<file path="src/design/ptw_pkg.sv">
`timescale 1ns / 1ps

package ptw_pkg;

    localparam int DIR_ENTRIES = 1024;
    localparam int TABLE_SLOTS = 16;
    localparam int MAX_FRAMES  = 4096;
    localparam int PT_ENTRIES  = 1024;

    localparam int DIR_AW   = $clog2(DIR_ENTRIES);
    localparam int PT_AW    = $clog2(PT_ENTRIES);
    localparam int SLOT_W   = (TABLE_SLOTS > 1) ? $clog2(TABLE_SLOTS) : 1;
    localparam int USED_W   = $clog2(TABLE_SLOTS + 1);
    localparam int PG_DEPTH = TABLE_SLOTS * PT_ENTRIES;
    localparam int PG_AW    = $clog2(PG_DEPTH);
    localparam int STK_AW   = $clog2(MAX_FRAMES);
    localparam int SCNT_W   = $clog2(MAX_FRAMES + 1);

    localparam int VA_W     = 32;
    localparam int OFF_W    = 12;
    localparam int FRAME_W  = 20;
    localparam int FREE_W   = 13;
    localparam int OP_W     = 3;
    localparam int ST_W     = 3;
    localparam int IN_W     = 56;
    localparam int OUT_W    = 56;

    localparam logic [OP_W-1:0] OP_LOOKUP = 3'd0;
    localparam logic [OP_W-1:0] OP_ALLOC  = 3'd1;
    localparam logic [OP_W-1:0] OP_MKTAB  = 3'd2;
    localparam logic [OP_W-1:0] OP_FREE   = 3'd3;
    localparam logic [OP_W-1:0] OP_PUSH   = 3'd4;

    localparam logic [ST_W-1:0] ST_OK      = 3'd0;
    localparam logic [ST_W-1:0] ST_NOMAP   = 3'd1;
    localparam logic [ST_W-1:0] ST_NOFRAME = 3'd2;
    localparam logic [ST_W-1:0] ST_NOSLOT  = 3'd3;
    localparam logic [ST_W-1:0] ST_STKFULL = 3'd4;

    typedef struct packed {
        logic              user;
        logic              writable;
        logic              present;
        logic [SLOT_W-1:0] slot;
        logic              valid;
    } t_dir_word;

    typedef struct packed {
        logic               user;
        logic               writable;
        logic               present;
        logic [FRAME_W-1:0] frame;
    } t_page_entry;

    localparam int DIR_W = $bits(t_dir_word);
    localparam int PE_W  = $bits(t_page_entry);

    typedef struct packed {
        logic [OP_W-1:0]    op;
        logic [VA_W-1:0]    vaddr;
        logic               want_user;
        logic               want_writable;
        logic [FRAME_W-1:0] frame_in;
        logic               paging_on;
        t_dir_word          dir;
        t_page_entry        pe;
        logic [FRAME_W-1:0] stack_top;
        logic [SCNT_W-1:0]  scnt;
        logic [USED_W-1:0]  used;
    } t_exec_in;

    typedef struct packed {
        logic               pg_we;
        t_page_entry        pg_wdata;
        logic               dir_we;
        t_dir_word          dir_wdata;
        logic               stk_we;
        logic [FRAME_W-1:0] stk_wdata;
        logic [SCNT_W-1:0]  scnt_next;
        logic [USED_W-1:0]  used_next;
        logic [VA_W-1:0]    paddr;
        logic [ST_W-1:0]    status;
        t_page_entry        entry;
    } t_exec_out;

endpackage

</file>
<file path="src/design/ptw_exec.sv">
`timescale 1ns / 1ps

module ptw_exec import ptw_pkg::*; (
    input  t_exec_in  i_x,
    output t_exec_out o_y
);

    logic              hit;
    logic              hit_after;
    logic              frame_zero;
    logic              stk_full;
    logic              stk_empty;
    logic              cnt_step;
    logic              cnt_down;
    logic [ST_W-1:0]   st;
    t_page_entry       e;
    t_page_entry       new_pe;

    assign hit        = i_x.dir.valid;
    assign frame_zero = (i_x.pe.frame == '0);
    assign stk_full   = (i_x.scnt >= SCNT_W'(MAX_FRAMES));
    assign stk_empty  = (i_x.scnt == '0);

    always_comb begin
        o_y           = '0;
        o_y.pg_wdata  = i_x.pe;
        o_y.used_next = i_x.used;
        hit_after     = hit;
        e             = i_x.pe;
        st            = ST_OK;
        cnt_step      = 1'b0;
        cnt_down      = 1'b0;
        new_pe        = i_x.pe;

        unique case (i_x.op)
            OP_ALLOC: begin
                if (i_x.paging_on) begin
                    if (!hit) begin
                        st = ST_NOMAP;
                    end else if (frame_zero) begin
                        if (stk_empty) begin
                            st = ST_NOFRAME;
                        end else begin
                            cnt_step        = 1'b1;
                            cnt_down        = 1'b1;
                            new_pe.user     = i_x.want_user;
                            new_pe.writable = i_x.want_writable;
                            new_pe.present  = 1'b1;
                            new_pe.frame    = i_x.stack_top;
                            o_y.pg_we       = 1'b1;
                        end
                    end
                end
            end
            OP_MKTAB: begin
                if (!hit) begin
                    if (i_x.used >= USED_W'(TABLE_SLOTS)) begin
                        st = ST_NOSLOT;
                    end else begin
                        o_y.dir_we             = 1'b1;
                        o_y.dir_wdata.valid    = 1'b1;
                        o_y.dir_wdata.slot     = SLOT_W'(i_x.used);
                        o_y.dir_wdata.present  = 1'b1;
                        o_y.dir_wdata.writable = i_x.want_writable;
                        o_y.dir_wdata.user     = i_x.want_user;
                        o_y.used_next          = i_x.used + USED_W'(1);
                        // a fresh slot still holds the cleared entries from reset
                        hit_after              = 1'b1;
                        new_pe                 = '0;
                    end
                end
            end
            OP_FREE: begin
                if (!hit || frame_zero) begin
                    st = ST_NOMAP;
                end else if (stk_full) begin
                    st = ST_STKFULL;
                end else begin
                    cnt_step       = 1'b1;
                    o_y.stk_we     = 1'b1;
                    o_y.stk_wdata  = i_x.pe.frame;
                    new_pe.frame   = '0;
                    new_pe.present = 1'b0;
                    o_y.pg_we      = 1'b1;
                end
            end
            OP_PUSH: begin
                if (i_x.frame_in != '0) begin
                    if (stk_full) begin
                        st = ST_STKFULL;
                    end else begin
                        cnt_step      = 1'b1;
                        o_y.stk_we    = 1'b1;
                        o_y.stk_wdata = i_x.frame_in;
                    end
                end
            end
            default: begin
            end
        endcase

        o_y.pg_wdata = new_pe;
        e            = new_pe;
        if (!hit_after) begin
            e = '0;
        end

        // one shared incrementer/decrementer for the stack depth
        o_y.scnt_next = i_x.scnt;
        if (cnt_step) begin
            o_y.scnt_next = i_x.scnt + (cnt_down ? {SCNT_W{1'b1}} : SCNT_W'(1));
        end

        if (!i_x.paging_on) begin
            o_y.paddr = i_x.vaddr;
        end else if (!hit_after || e.frame == '0) begin
            o_y.paddr = '1;
            if (i_x.op == OP_LOOKUP || i_x.op > OP_PUSH || (i_x.op == OP_ALLOC && st == ST_OK)) begin
                st = ST_NOMAP;
            end
        end else begin
            o_y.paddr = {e.frame, i_x.vaddr[OFF_W-1:0]};
        end

        o_y.status = st;
        o_y.entry  = e;
    end

endmodule

</file>
<file path="config.mk">
export PLATFORM = sky130hd
export DESIGN_NAME = ptw_exec
export DESIGN_NICKNAME = d
export VERILOG_FILES = /design/src/design/ptw_pkg.sv /design/src/design/ptw_exec.sv
export SDC_FILE = /design/constraint.sdc
export NUM_CORES = 1
export LEC_CHECK = 0
export ABC_CLOCK_PERIOD_IN_PS = 3350
export BUFFER_PORTS_ARGS = -buffer_cell sky130_fd_sc_hd__buf_2
export CORE_AREA = 2 2 100 102
export DETAILED_ROUTE_END_ITERATION = 6
export DIE_AREA = 0 0 102 104
export PLACE_DENSITY_LB_ADDON = 0.3
export REMOVE_ABC_BUFFERS = 1
export SLEW_MARGIN = 20
export SYNTH_ARGS = -nofsm -noshare
export SYNTH_HDL_FRONTEND = slang
export SYNTH_SLANG_ARGS = --single-unit
</file>
<file path="constraint.sdc">
create_clock -name vclk -period 3.35
set_clock_uncertainty 0.05 [all_clocks]
set_input_delay 0.1675 -clock vclk [all_inputs]
set_output_delay 0.1675 -clock vclk [all_outputs]
set_load 0.02 [all_outputs]
</file>
==> results.toml <==
[place]
gp_congestion = 0.9237
io_buffer_count = 250
place_hpwl_microns = 11050
dpl.cell_count = 775
place_area_sq_mm = 0.004215
post-place-ws_ns = -0.2295

[run_status]
violations = "negative setup slack"
outcome = "finished, violations left"

[global_route]
antenna_found_initial = 0
grt_max_degree = 25
gr-total-overflow = 0
grt_pass1_wl_microns = 19510
grt_pass1_vias = 3724
track_usage_pct = 22.41

[finish]
seq_cells = 0
seqCellArea_sq_um = 0
diodes = 0
area_growth_pct = 79.85
clkbuf_count = 0
fin_area_sq_mm = 0.004456
drive_gt1_share_pct = 58.28
nets = 797
layout.cells.non_filler = 785

[detailed_routing]
firstDrtPassIters = 5
drcViolationCount = 0
wl_per_cell_microns = 16.80
drt_iter0_markers = 195
post_drt_via_cell_ratio = 5.085
antenna_left = 0
wl_microns = 13190
vias = 3992

[yosys]
synthCells = 356
seq_area_frac_synth_pct = 0
synthDistinctLibCells = 57
synth.avg_cell_area_sq_um = 6.959
synth_warnings = 0
synth_area_sq_mm = 0.002477

[critical_path]
crit_type = "in -> out"
cp-start-kind = "input port"
path_buf_inv = 6
crit_family = "simple AND/OR/NAND/NOR gates"
worstPathRequired_ns = 3.13
cp-end-kind = "primary output"
critical_path_depth = 17
worstPathMaxFanout = 6
crit_start = "i_x[39]"
cp.arrival_ns = 3.21
cp_slowest_stage_delay_ns = 0.49
path_cells = "buf_6 > nor4_4 > buf_4 > nand3_2 > or4_4 > or2_4 > clkinv_4 > buf_4 > buf_12 > ha_1 > or2_2 > a21oi_1 > a31oi_1 > nor2_1 > xnor2_1 > nand2_1 > buf_6"
crit_end = "o_y[75]"
critPathSlowestCell = "or4_4"

[die]
fp-row-count = 36
die_h_microns = 104
dieArea_sq_mm = 0.01061
io_pins = 257
die_w_microns = 102
fp.coreArea_sq_mm = 0.009549
start_util_pct = 25.94

[power]
leakagePower_uw = 0.002476
ir_drop_mv = 0.08516
finalPower_uw = 606.1
powerDensity_mw_per_mm2 = 136.0

[timing]
period_minus_slack_ns = 3.426
fmax_mhz = 291.9
rsz0062_at_grt = "yes"
final_max_slew_viol_count = 0
hold_slack_ns = 0.5846
fin_crit_sh_pct = 102.3
finalSetupViolCount = 2
final_hold_viol_count = 0
worst_slew_pin_slew_ns = 0.4421
postLayoutSetupSlackWorst_ns = -0.07640
maxSlewHeadroom_pct = 70.25

[job]
maxCapViolCount = 0

[worst_hold_path]
hold_path.class = "in -> out"
power breakdown:
group / total [uW] / switching, uW / internal, uW
Combinational: 606 / 357 / 249
Clock: 0 / 0 / 0
Sequential: 0 / 0 / 0
Total: 606 / 357 / 249
Yosys cell counts (3+ instances only):
master / number / share of area (%)
a21oi_1: 8 / 1.6
nor2b_1: 18 / 4.5
mux2i_1: 18 / 7.3
nand2b_1: 14 / 3.5
buf_6: 3 / 1.4
a31oi_1: 8 / 2.0
and3_1: 7 / 1.8
a22o_2: 15 / 6.1
o21ai_1: 10 / 2.0
o21ai_0: 16 / 3.2
nand3_1: 7 / 1.4
xnor2_1: 5 / 1.8
inv_1: 9 / 1.4
ha_1: 15 / 7.6
nor2_1: 26 / 3.9
xor2_1: 8 / 2.8
nor4_1: 15 / 3.8
a22o_1: 24 / 8.5
nand4_1: 4 / 1.0
buf_2: 7 / 1.4
nor4_4: 3 / 2.6
nand2_1: 32 / 4.8
nor3_1: 13 / 2.6
o21a_1: 7 / 2.1
and2_1: 7 / 1.8
clkbuf_1: 9 / 1.4
or2_2: 3 / 0.76
nand2_2: 10 / 2.5
layout by cell type (no fill, tap or decap), drive strengths merged, types with 2 or more instances in the layout:
cell,instances
o21a,7
buf,318
and3,7
xor2,8
ha,15
mux2i,18
nor2,26
a21o,2
nand2,42
a21oi,9
or2,4
nor4,19
xnor2,5
nand2b,14
o21ai,26
a22o,39
a221oi,2
or3,2
inv,9
nor3,14
and2,7
nand3,9
nor2b,18
o21ba,2
o211ai,3
nand4,4
a31oi,8
through the flow:
step / TNS [ns] / utilization [%]
after floorplan: -1.612 / -
after global placement: -0.8329 / 44.14
after detailed placement: -1.056 / 44.14
after CTS: -0.1248 / 45.89
after global routing: -0.9081 / 46.66
final: -0.07701 / 46.66
repair_timing:
item                       CTS  global route
setup buffers                9             1
hold buffers                 0             0
resized for setup           24            13
pin swaps                   17            12
setup endpoints to repair    7            33
cells by family after synthesis:
family / after synthesis / synth area share (%)
mux: 19 / 7.727
simple gates: 169 / 38.84
compound gates: 107 / 33.38
fa+ha+maj: 16 / 8.384
xor+xnor: 13 / 4.596
buf+inv: 32 / 7.070
how the worst min path moves through the flow:
stage               startpoint  slack, ns      end  depth (start not counted)
finish                i_x[102]       0.58  o_y[36]                          3
detailed placement    i_x[103]       0.59  o_y[37]                          3
global placement      i_x[103]       0.58  o_y[37]                          3
CTS                   i_x[102]       0.59  o_y[36]                          3
floorplan               i_x[4]       0.43  o_y[62]                          1
global route           i_x[93]       0.60  o_y[27]                          3
layer usage:
layer	part of all wire [%]	track usage [%]	vias to the layer above
li1	-	-	1931
met1	41	28.29	1890
met2	51	41.26	158
met3	6.8	2.218	13
met4	1.5	3.143	0
met5	0	0	-
cell type report:
type                            instances  area, sq um
Fill cell                            1047         5094
Inverter                               10        42.54
Multi-Input combinational cell        324         2432
Tap cell                              133        166.4
Timing Repair Buffer                  318         1814
Power figures use the tool's default switching activity.
