[config.mk]
export PLATFORM = sky130hd
export DESIGN_NAME = ptw_clear
export DESIGN_NICKNAME = d
export VERILOG_FILES = /design/src/design/ptw_pkg.sv /design/src/design/ptw_clear.sv
export SDC_FILE = /design/constraint.sdc
export NUM_CORES = 1
export LEC_CHECK = 0
export BUFFER_PORTS_ARGS = -buffer_cell sky130_fd_sc_hd__buf_2
export CORE_MARGIN = 8
export CORE_UTILIZATION = 40
export DETAILED_ROUTE_END_ITERATION = 10
export SETUP_SLACK_MARGIN = 0.5
export SYNTH_ARGS = -nofsm -noshare
export SYNTH_HDL_FRONTEND = slang
export SYNTH_SLANG_ARGS = --single-unit
[constraint.sdc]
create_clock -name i_clk -period 3.6 [get_ports i_clk]
set_input_delay 0.54 -clock i_clk [delete_from_list [all_inputs] [get_ports i_clk]]
set_output_delay 0.54 -clock i_clk [all_outputs]
set_load 0.02 [all_outputs]
[src/design/ptw_pkg.sv]
`timescale 1ns / 1ps

package ptw_pkg;

    localparam int DIR_ENTRIES = 1024;
    localparam int TABLE_SLOTS = 16;
    localparam int MAX_FRAMES  = 4096;
    localparam int PT_ENTRIES  = 1024;

    localparam int DIR_AW   = $clog2(DIR_ENTRIES);
    localparam int PT_AW    = $clog2(PT_ENTRIES);
    localparam int SLOT_W   = (TABLE_SLOTS > 1) ? $clog2(TABLE_SLOTS) : 1;
    localparam int USED_W   = $clog2(TABLE_SLOTS + 1);
    localparam int PG_DEPTH = TABLE_SLOTS * PT_ENTRIES;
    localparam int PG_AW    = $clog2(PG_DEPTH);
    localparam int STK_AW   = $clog2(MAX_FRAMES);
    localparam int SCNT_W   = $clog2(MAX_FRAMES + 1);

    localparam int VA_W     = 32;
    localparam int OFF_W    = 12;
    localparam int FRAME_W  = 20;
    localparam int FREE_W   = 13;
    localparam int OP_W     = 3;
    localparam int ST_W     = 3;
    localparam int IN_W     = 56;
    localparam int OUT_W    = 56;

    localparam logic [OP_W-1:0] OP_LOOKUP = 3'd0;
    localparam logic [OP_W-1:0] OP_ALLOC  = 3'd1;
    localparam logic [OP_W-1:0] OP_MKTAB  = 3'd2;
    localparam logic [OP_W-1:0] OP_FREE   = 3'd3;
    localparam logic [OP_W-1:0] OP_PUSH   = 3'd4;

    localparam logic [ST_W-1:0] ST_OK      = 3'd0;
    localparam logic [ST_W-1:0] ST_NOMAP   = 3'd1;
    localparam logic [ST_W-1:0] ST_NOFRAME = 3'd2;
    localparam logic [ST_W-1:0] ST_NOSLOT  = 3'd3;
    localparam logic [ST_W-1:0] ST_STKFULL = 3'd4;

    typedef struct packed {
        logic              user;
        logic              writable;
        logic              present;
        logic [SLOT_W-1:0] slot;
        logic              valid;
    } t_dir_word;

    typedef struct packed {
        logic               user;
        logic               writable;
        logic               present;
        logic [FRAME_W-1:0] frame;
    } t_page_entry;

    localparam int DIR_W = $bits(t_dir_word);
    localparam int PE_W  = $bits(t_page_entry);

    typedef struct packed {
        logic [OP_W-1:0]    op;
        logic [VA_W-1:0]    vaddr;
        logic               want_user;
        logic               want_writable;
        logic [FRAME_W-1:0] frame_in;
        logic               paging_on;
        t_dir_word          dir;
        t_page_entry        pe;
        logic [FRAME_W-1:0] stack_top;
        logic [SCNT_W-1:0]  scnt;
        logic [USED_W-1:0]  used;
    } t_exec_in;

    typedef struct packed {
        logic               pg_we;
        t_page_entry        pg_wdata;
        logic               dir_we;
        t_dir_word          dir_wdata;
        logic               stk_we;
        logic [FRAME_W-1:0] stk_wdata;
        logic [SCNT_W-1:0]  scnt_next;
        logic [USED_W-1:0]  used_next;
        logic [VA_W-1:0]    paddr;
        logic [ST_W-1:0]    status;
        t_page_entry        entry;
    } t_exec_out;

endpackage

[src/design/ptw_clear.sv]
`timescale 1ns / 1ps

module ptw_clear import ptw_pkg::*; (
    input  logic             i_clk,
    input  logic             i_rst_n,
    output logic             o_busy,
    output logic             o_dir_we,
    output logic [PG_AW-1:0] o_addr
);

    logic             r_busy;
    logic [PG_AW-1:0] r_addr;
    logic             n_busy;
    logic [PG_AW-1:0] n_addr;

    always_comb begin
        n_busy = r_busy;
        n_addr = r_addr;
        if (r_busy) begin
            n_addr = r_addr + PG_AW'(1);
            if (r_addr == PG_AW'(PG_DEPTH - 1)) begin
                n_busy = 1'b0;
            end
        end
    end

    always_ff @(posedge i_clk) begin
        if (!i_rst_n) begin
            r_busy <= 1'b1;
            r_addr <= '0;
        end else begin
            r_busy <= n_busy;
            r_addr <= n_addr;
        end
    end

    assign o_busy   = r_busy;
    assign o_addr   = r_addr;
    // the directory is the low part of the sweep
    assign o_dir_we = r_busy && ((PG_AW + 1)'(r_addr) < (PG_AW + 1)'(DIR_ENTRIES));

endmodule

==> results of run 1 <==
-- flip-flops by register name (all words and copies together) (netlist names) --
register and flops:
o_busy 1, o_addr 14
-- placed cells by master, fill, tap and decap left out --
| master | n |
|---|---|
| nand4_2 | 1 |
| nand3_1 | 5 |
| nand2b_1 | 3 |
| buf_2 | 17 |
| or3_1 | 1 |
| o21a_1 | 1 |
| o31a_2 | 1 |
| nor2_1 | 6 |
| clkinv_1 | 1 |
| o31ai_1 | 3 |
| nand4_1 | 3 |
| inv_1 | 1 |
| or3_2 | 1 |
| clkbuf_4 | 3 |
| clkinv_2 | 1 |
| nand2_1 | 9 |
| dfxtp_1 | 15 |
| xor2_1 | 3 |
| ha_1 | 1 |
| or4_1 | 3 |
| mux2i_1 | 4 |
| o41ai_1 | 1 |
| xnor2_1 | 1 |
| o21ai_0 | 2 |
| nor3_1 | 1 |
| nor4_1 | 4 |
| a21oi_1 | 5 |
-- stage by stage --
step	setup WS, ns	std cells	util	hold WS [ns]
after floorplan	1.939	79	-	0.5629
after global placement	2.064	110	0.4689	0.4832
after detailed placement	2.022	110	0.4689	0.4908
after CTS	1.812	114	0.4854	0.4897
after global routing	1.739	114	0.4854	0.4933
final	1.841	114	0.4854	0.5003
-- cells by family (layout without fill, tap and decap cells) --
group | after synthesis | after routing
AOI/OAI and AO/OA | 13 | 13
xor gates and xnor gates | 4 | 4
adders and majority gates | 1 | 1
buffers and inverters | 5 | 23
DFF | 15 | 15
muxes | 4 | 4
and+or+nand+nor | 37 | 37
-- cells in the mapped netlist --
master,n
dfxtp_1,15
nand2_1,9
nor2_1,6
a21oi_1,5
nand3_1,5
mux2i_1,4
nor4_1,4
nand2b_1,3
nand4_1,3
o31ai_1,3
or4_1,3
xor2_1,3
o21ai_0,2
buf_2,1
buf_4,1
clkbuf_1,1
clkinv_1,1
ha_1,1
inv_1,1
nand4_2,1
nor3_1,1
o21a_1,1
o31a_2,1
o41ai_1,1
or3_1,1
or3_2,1
xnor2_1,1
-- worst min path at each step --
| stage | endpoint | startpoint | cells after the start |
|---|---|---|---|
| finish | o_addr[12] | o_addr[12] | 2 |
| global route | o_busy | i_rst_n | 2 |
| CTS | o_busy | i_rst_n | 2 |
| detailed placement | o_addr[5] | o_addr[5] | 2 |
| global placement | o_addr[12] | o_addr[12] | 2 |
| floorplan | o_addr[12] | o_addr[12] | 2 |
-- worst register-to-register path, delay by kind of cell, from the launching register on --
kind	cells	cell delay, ns
flip-flops	1	0.41
adder cells (fa/ha/maj)	1	0.23
AO/OA/AOI/OAI	1	0.14
AND/OR/NAND/NOR	2	0.75
-- per-layer routing --
| layer | vias up | GRT usage |
|---|---|---|
| li1 | 325 | - |
| met1 | 275 | 0.1162 |
| met2 | 12 | 0.1350 |
| met3 | 2 | 0.03091 |
| met4 | 0 | 0.06429 |
| met5 | - | 0 |
-- area by class of cell --
cell class              count  area, sq um  share of cell area
multi-input cells          59        369.1              0.4552
flip-flops and latches     15        300.3              0.3704
repair buffers             17        85.08              0.1049
clock buffers               3        22.52             0.02778
well taps                  17        21.27             0.02623
inverters                   2        7.507            0.009259
clock inverters             1        5.005            0.006173
-- power by group through the flow --
stage | clock network (uW) | logic [uW] | registers (uW)
after floorplan | 0 | 8.85 | 180
after global placement | 0 | 17.6 | 176
after detailed placement | 0 | 17.8 | 176
after CTS | 103 | 17.8 | 173
after global routing | 109 | 19.8 | 173
final | 96.9 | 17.4 | 173
==> results.toml, run 1 <==
[status]
status = "complete, no violations"

[worst_setup_path]
critPathTopFamily = "flip-flops"
crit_chain = "nand2_1 > nor3_1 > buf_2"
reg2reg_setup_slack_ns = 2.01
startpoint = "o_busy"
cp_slowest_cell = "dfxtp_1"
worstSetupStartpointType = "flop"
r2r_cells = 4
worst-path-max-fanout = 9
path_buf_inv = 1
cp-end-kind = "primary output"
arrival_ns = 1.22
cp.depth = 3
cpPeakStageDelay_ns = 0.54
r2r-end = "o_addr[8]"
r2r_start = "o_addr[0]"
worst-setup-path-type = "reg2out"
crit_path_end = "o_dir_we"
required_ns = 3.06

[floorplan]
coreArea_sq_um = 1670
die_h_um = 57.63
rows = 15
dieWidth_um = 57.63
start_util = 0.4150
die_area_sq_um = 3321
io_pins = 18

[synthesis]
synth-compound-area-share = 0.1209
synth_top_family_by_area = "simple AND/OR/NAND/NOR gates"
post-synth-top-area-cell = "dfxtp_1"
synthAdderAreaFrac = 0.01805
seq_area_frac_synth = 0.4332
synth.mux.area_fraction = 0.05776
ys_ff_latch = 15
synthTopCellsByArea = "dfxtp_1 43%, mux2i_1 5.8%, nand2_1 4.9%"
synth.top_cell.area_share = 0.4332
synth_xor_area_frac = 0.05054
yosysUniqueCellTypes = 27
ys_warn_count = 0
syn_nets = 82
synth_cells = 79
avgSynthCellArea_sq_um = 8.774
yosys.area_share.simple = 0.2852
synth_area_sq_um = 693.2

[layout]
drive_gt1_frac = 0.2474
n_antenna_cell = 0
final_area_sq_um = 810.8
area_delta_synth_final_pct = 16.97
finalNetCount = 101
fill_cells = 171

[clocking]
clkTransAtPathRegs_ns = 0.09
ctsHoldBuffers = 0
cts.sinks = 15
cts_buffer_depth = 2
post_cts.repair.setup_buffers = 0
htreeDepth = 1
cts_resized = 0
insertion_delay_ns = 0.28
numCtsBuffers = 3
cts_tree = "done"
cts-root-buf = "clkbuf_4"

[global_route]
grt.overflow.total = 0
antenna_found_initial = 0
grt_pass1_wl_um = 2470
grt_max_degree = 15
grt_usage = 0.09431
grt_pass1_vias = 558

[timing]
period_share = 0.4885
setup_tns_ns = 0
report.final.setup_viol = 0
relSlewSlack = 0.7105
finClkSkew_ns = 0.001434
rsz0062_at_grt = "false"
fmax_mhz = 568.6
hold_viol_final = 0
slew_viol_final = 0
fin_crit_ns = 1.759
tightest_slew_ns = 0.4331

[drt]
met3WireLength_um = 96
dr.pass1.iters = 4
vias = 614
drc_errors = 0
routed_wl_um = 1459
routedLengthMet1_um = 718
detail_route.wl_per_cell_um = 12.80
drt_iter0_drc = 10
ant_nets = 0
dr.max_layer_used = "met4"
vias_per_cell = 5.386
met2WireLength_um = 630

[pwr]
p_sw_frac = 0.2469
ir_drop_mv = 0.2073
internal_power_uw = 216.1
clkPwrFrac = 0.338
p_seq_frac = 0.602
p_leak_uw = 0.0003347
totalPowerFinal_uw = 286.9
power_switching_uw = 70.84
p_per_area_nw_per_um2 = 353.9
comb_power_share = 0.061

[place]
dpl.hpwl_um = 1070
port_buffers = 17
place.gp.congestion = 0.7665
dpl_cell_area_sq_um = 783.3

[hold_path]
hp-class = "reg2reg"

[run]
cap_viol_max_count = 0
Power figures use the tool's default switching activity.
==> run 2, diff against run 1 <==
--- a/config.mk
+++ b/config.mk
@@ -9,6 +9,7 @@
 export CORE_MARGIN = 8
 export CORE_UTILIZATION = 40
 export DETAILED_ROUTE_END_ITERATION = 10
+export PLACE_DENSITY = 0.66
 export SETUP_SLACK_MARGIN = 0.5
 export SYNTH_ARGS = -nofsm -noshare
 export SYNTH_HDL_FRONTEND = slang
==> constraint.sdc (replaced) <==
create_clock -name i_clk -period 1.5 [get_ports i_clk]
set_input_delay 0.225 -clock i_clk [delete_from_list [all_inputs] [get_ports i_clk]]
set_output_delay 0.225 -clock i_clk [all_outputs]
set_load 0.02 [all_outputs]
==> results.toml, run 2 (synthesis gave the netlist of run 1 again) <==
[timing]
tightest_slew_ns = 0.3407
hold_viol_final = 0
fin_crit_ns = 1.318
slew_viol_final = 0
period_share = 0.8789
report.final.setup_viol = 0
setup_tns_ns = 0
rsz0062_at_grt = "true"
fmax_mhz = 758.5
relSlewSlack = 0.7709
finClkSkew_ns = 0.01716

[clocking]
numCtsBuffers = 3
htreeDepth = 1
cts_buffer_depth = 2
clkTransAtPathRegs_ns = 0.11
insertion_delay_ns = 0.30
ctsHoldBuffers = 0
cts.sinks = 15
cts_tree = "done"
cts-root-buf = "clkbuf_4"

[drt]
vias = 819
detail_route.wl_per_cell_um = 16.31
routed_wl_um = 2333
vias_per_cell = 5.727
ant_nets = 0
drc_errors = 0
drt_iter0_drc = 21
dr.pass1.iters = 4

[floorplan]
coreArea_sq_um = 1670
start_util = 0.4150
rows = 15
io_pins = 18
die_area_sq_um = 3321
die_h_um = 57.63
dieWidth_um = 57.63

[run]
cap_viol_max_count = 0

[layout]
n_antenna_cell = 0
final_core_util = 0.8322
area_delta_synth_final_pct = 100.5
regArea_sq_um = 354.1
drive_gt1_frac = 0.6746
largest_reg_flops = 14
multi_input_area_sq_um = 538.0
finalNetCount = 130
fill_cells = 96
final_common_cell = "buf_6"
final_cell_mix = "25 x buf_6, 18 x buf_4, 14 x dfxtp_4"

[worst_setup_path]
cp-end-kind = "flop"
worst-path-max-fanout = 8
arrival_ns = 1.55
required_ns = 1.73
worst-setup-path-type = "reg2reg"
worstSetupStartpointType = "flop"

[global_route]
antenna_found_initial = 0
grt_use_met3 = 0.04194
grt.overflow.total = 0
grt_pass1_wl_um = 3374
grt_max_degree = 11
grt_usage = 0.1309
use_met2 = 0.2186
grt_pass1_vias = 724
use_met1 = 0.1487
top_usage_layer = "met2"

[status]
status = "complete, no violations"

[pwr]
power_switching_uw = 199.1
p_seq_frac = 0.557
p_leak_uw = 0.0005292
internal_power_uw = 521.3
totalPowerFinal_uw = 720.4
clkPwrFrac = 0.342
p_sw_frac = 0.2764
comb_power_share = 0.101
ir_drop_mv = 0.4479
p_per_area_nw_per_um2 = 518.2

[hold_path]
hp-class = "in2reg"

[place]
dpl.hpwl_um = 1098
port_buffers = 17
place.gp.congestion = 0.7577
==> run 2: cell count changes in the layout (fill, tap and decap cells not counted), sizes merged <==
cell,previous run,this run
buf,17,45
nand3,5,6
==> run 2: layer usage <==
metal  routed length [um]  share of wire  vias to the layer above
met5                    0              0                        -
met4                   14         0.0060                        0
met3                  121          0.052                        2
met2                 1142           0.49                       23
met1                 1054           0.45                      406
li1                     -              -                      388
==> run 2: power groups by stage <==
stage,Sequential (uW),Combinational [uW],Clock [uW]
6_report,401,72.8,247
5_1_grt,401,78.7,257
4_1_cts,401,56.6,247
3_5_place_dp,422,46.5,0
3_3_place_gp,422,45.7,0
2_1_floorplan,430,24.8,0
==> run 2: final timing paths <==
kind	from	end	slack (ns)	depth (start not counted)
setup reg to reg	o_addr[2]	o_addr[9]	0.18	3
hold / removal	i_rst_n	o_busy	0.17	2
hold reg to reg	o_addr[7]	o_addr[7]	0.53	2
setup / recovery	o_addr[2]	o_addr[9]	0.18	3
==> run 2: worst max-delay path, cell delays in order (launching register included) <==
cell     delay, ns
dfxtp_4       0.41
nand4_4       0.18
or4_4         0.52
a21oi_2       0.14
==> run 2: area by class of cell <==
type,count,share of cell area
multi-input combinational,60,0.3870
timing repair buffer,45,0.3177
tap,17,0.01530
clock buffer,3,0.01620
inverter,2,0.005401
clock inverter,1,0.003600
sequential,15,0.2547
==> run 2: metrics by stage <==
step / instance area [sq um] / instances / setup WS [ns] / hold WS (ns)
6_report: 1390 / 143 / 0.1817 / 0.1692
5_1_grt: 1390 / 143 / 0.1128 / 0.1721
4_1_cts: 1210 / 129 / 0.1921 / 0.1809
3_5_place_dp: 864.6 / 110 / 0.1613 / 0.4797
3_3_place_gp: 864.6 / 110 / 0.1911 / 0.4691
2_1_floorplan: 780.7 / 79 / 0.2047 / 0.4835
==> run 2: timing repair <==
| item | 4_1_cts | 5_1_grt |
|---|---|---|
| gates resized for setup | 54 | 18 |
| pin swaps | 9 | 11 |
| setup endpoints to repair | 26 | 29 |
| gates cloned | 1 | 0 |
| setup buffers | 14 | 14 |
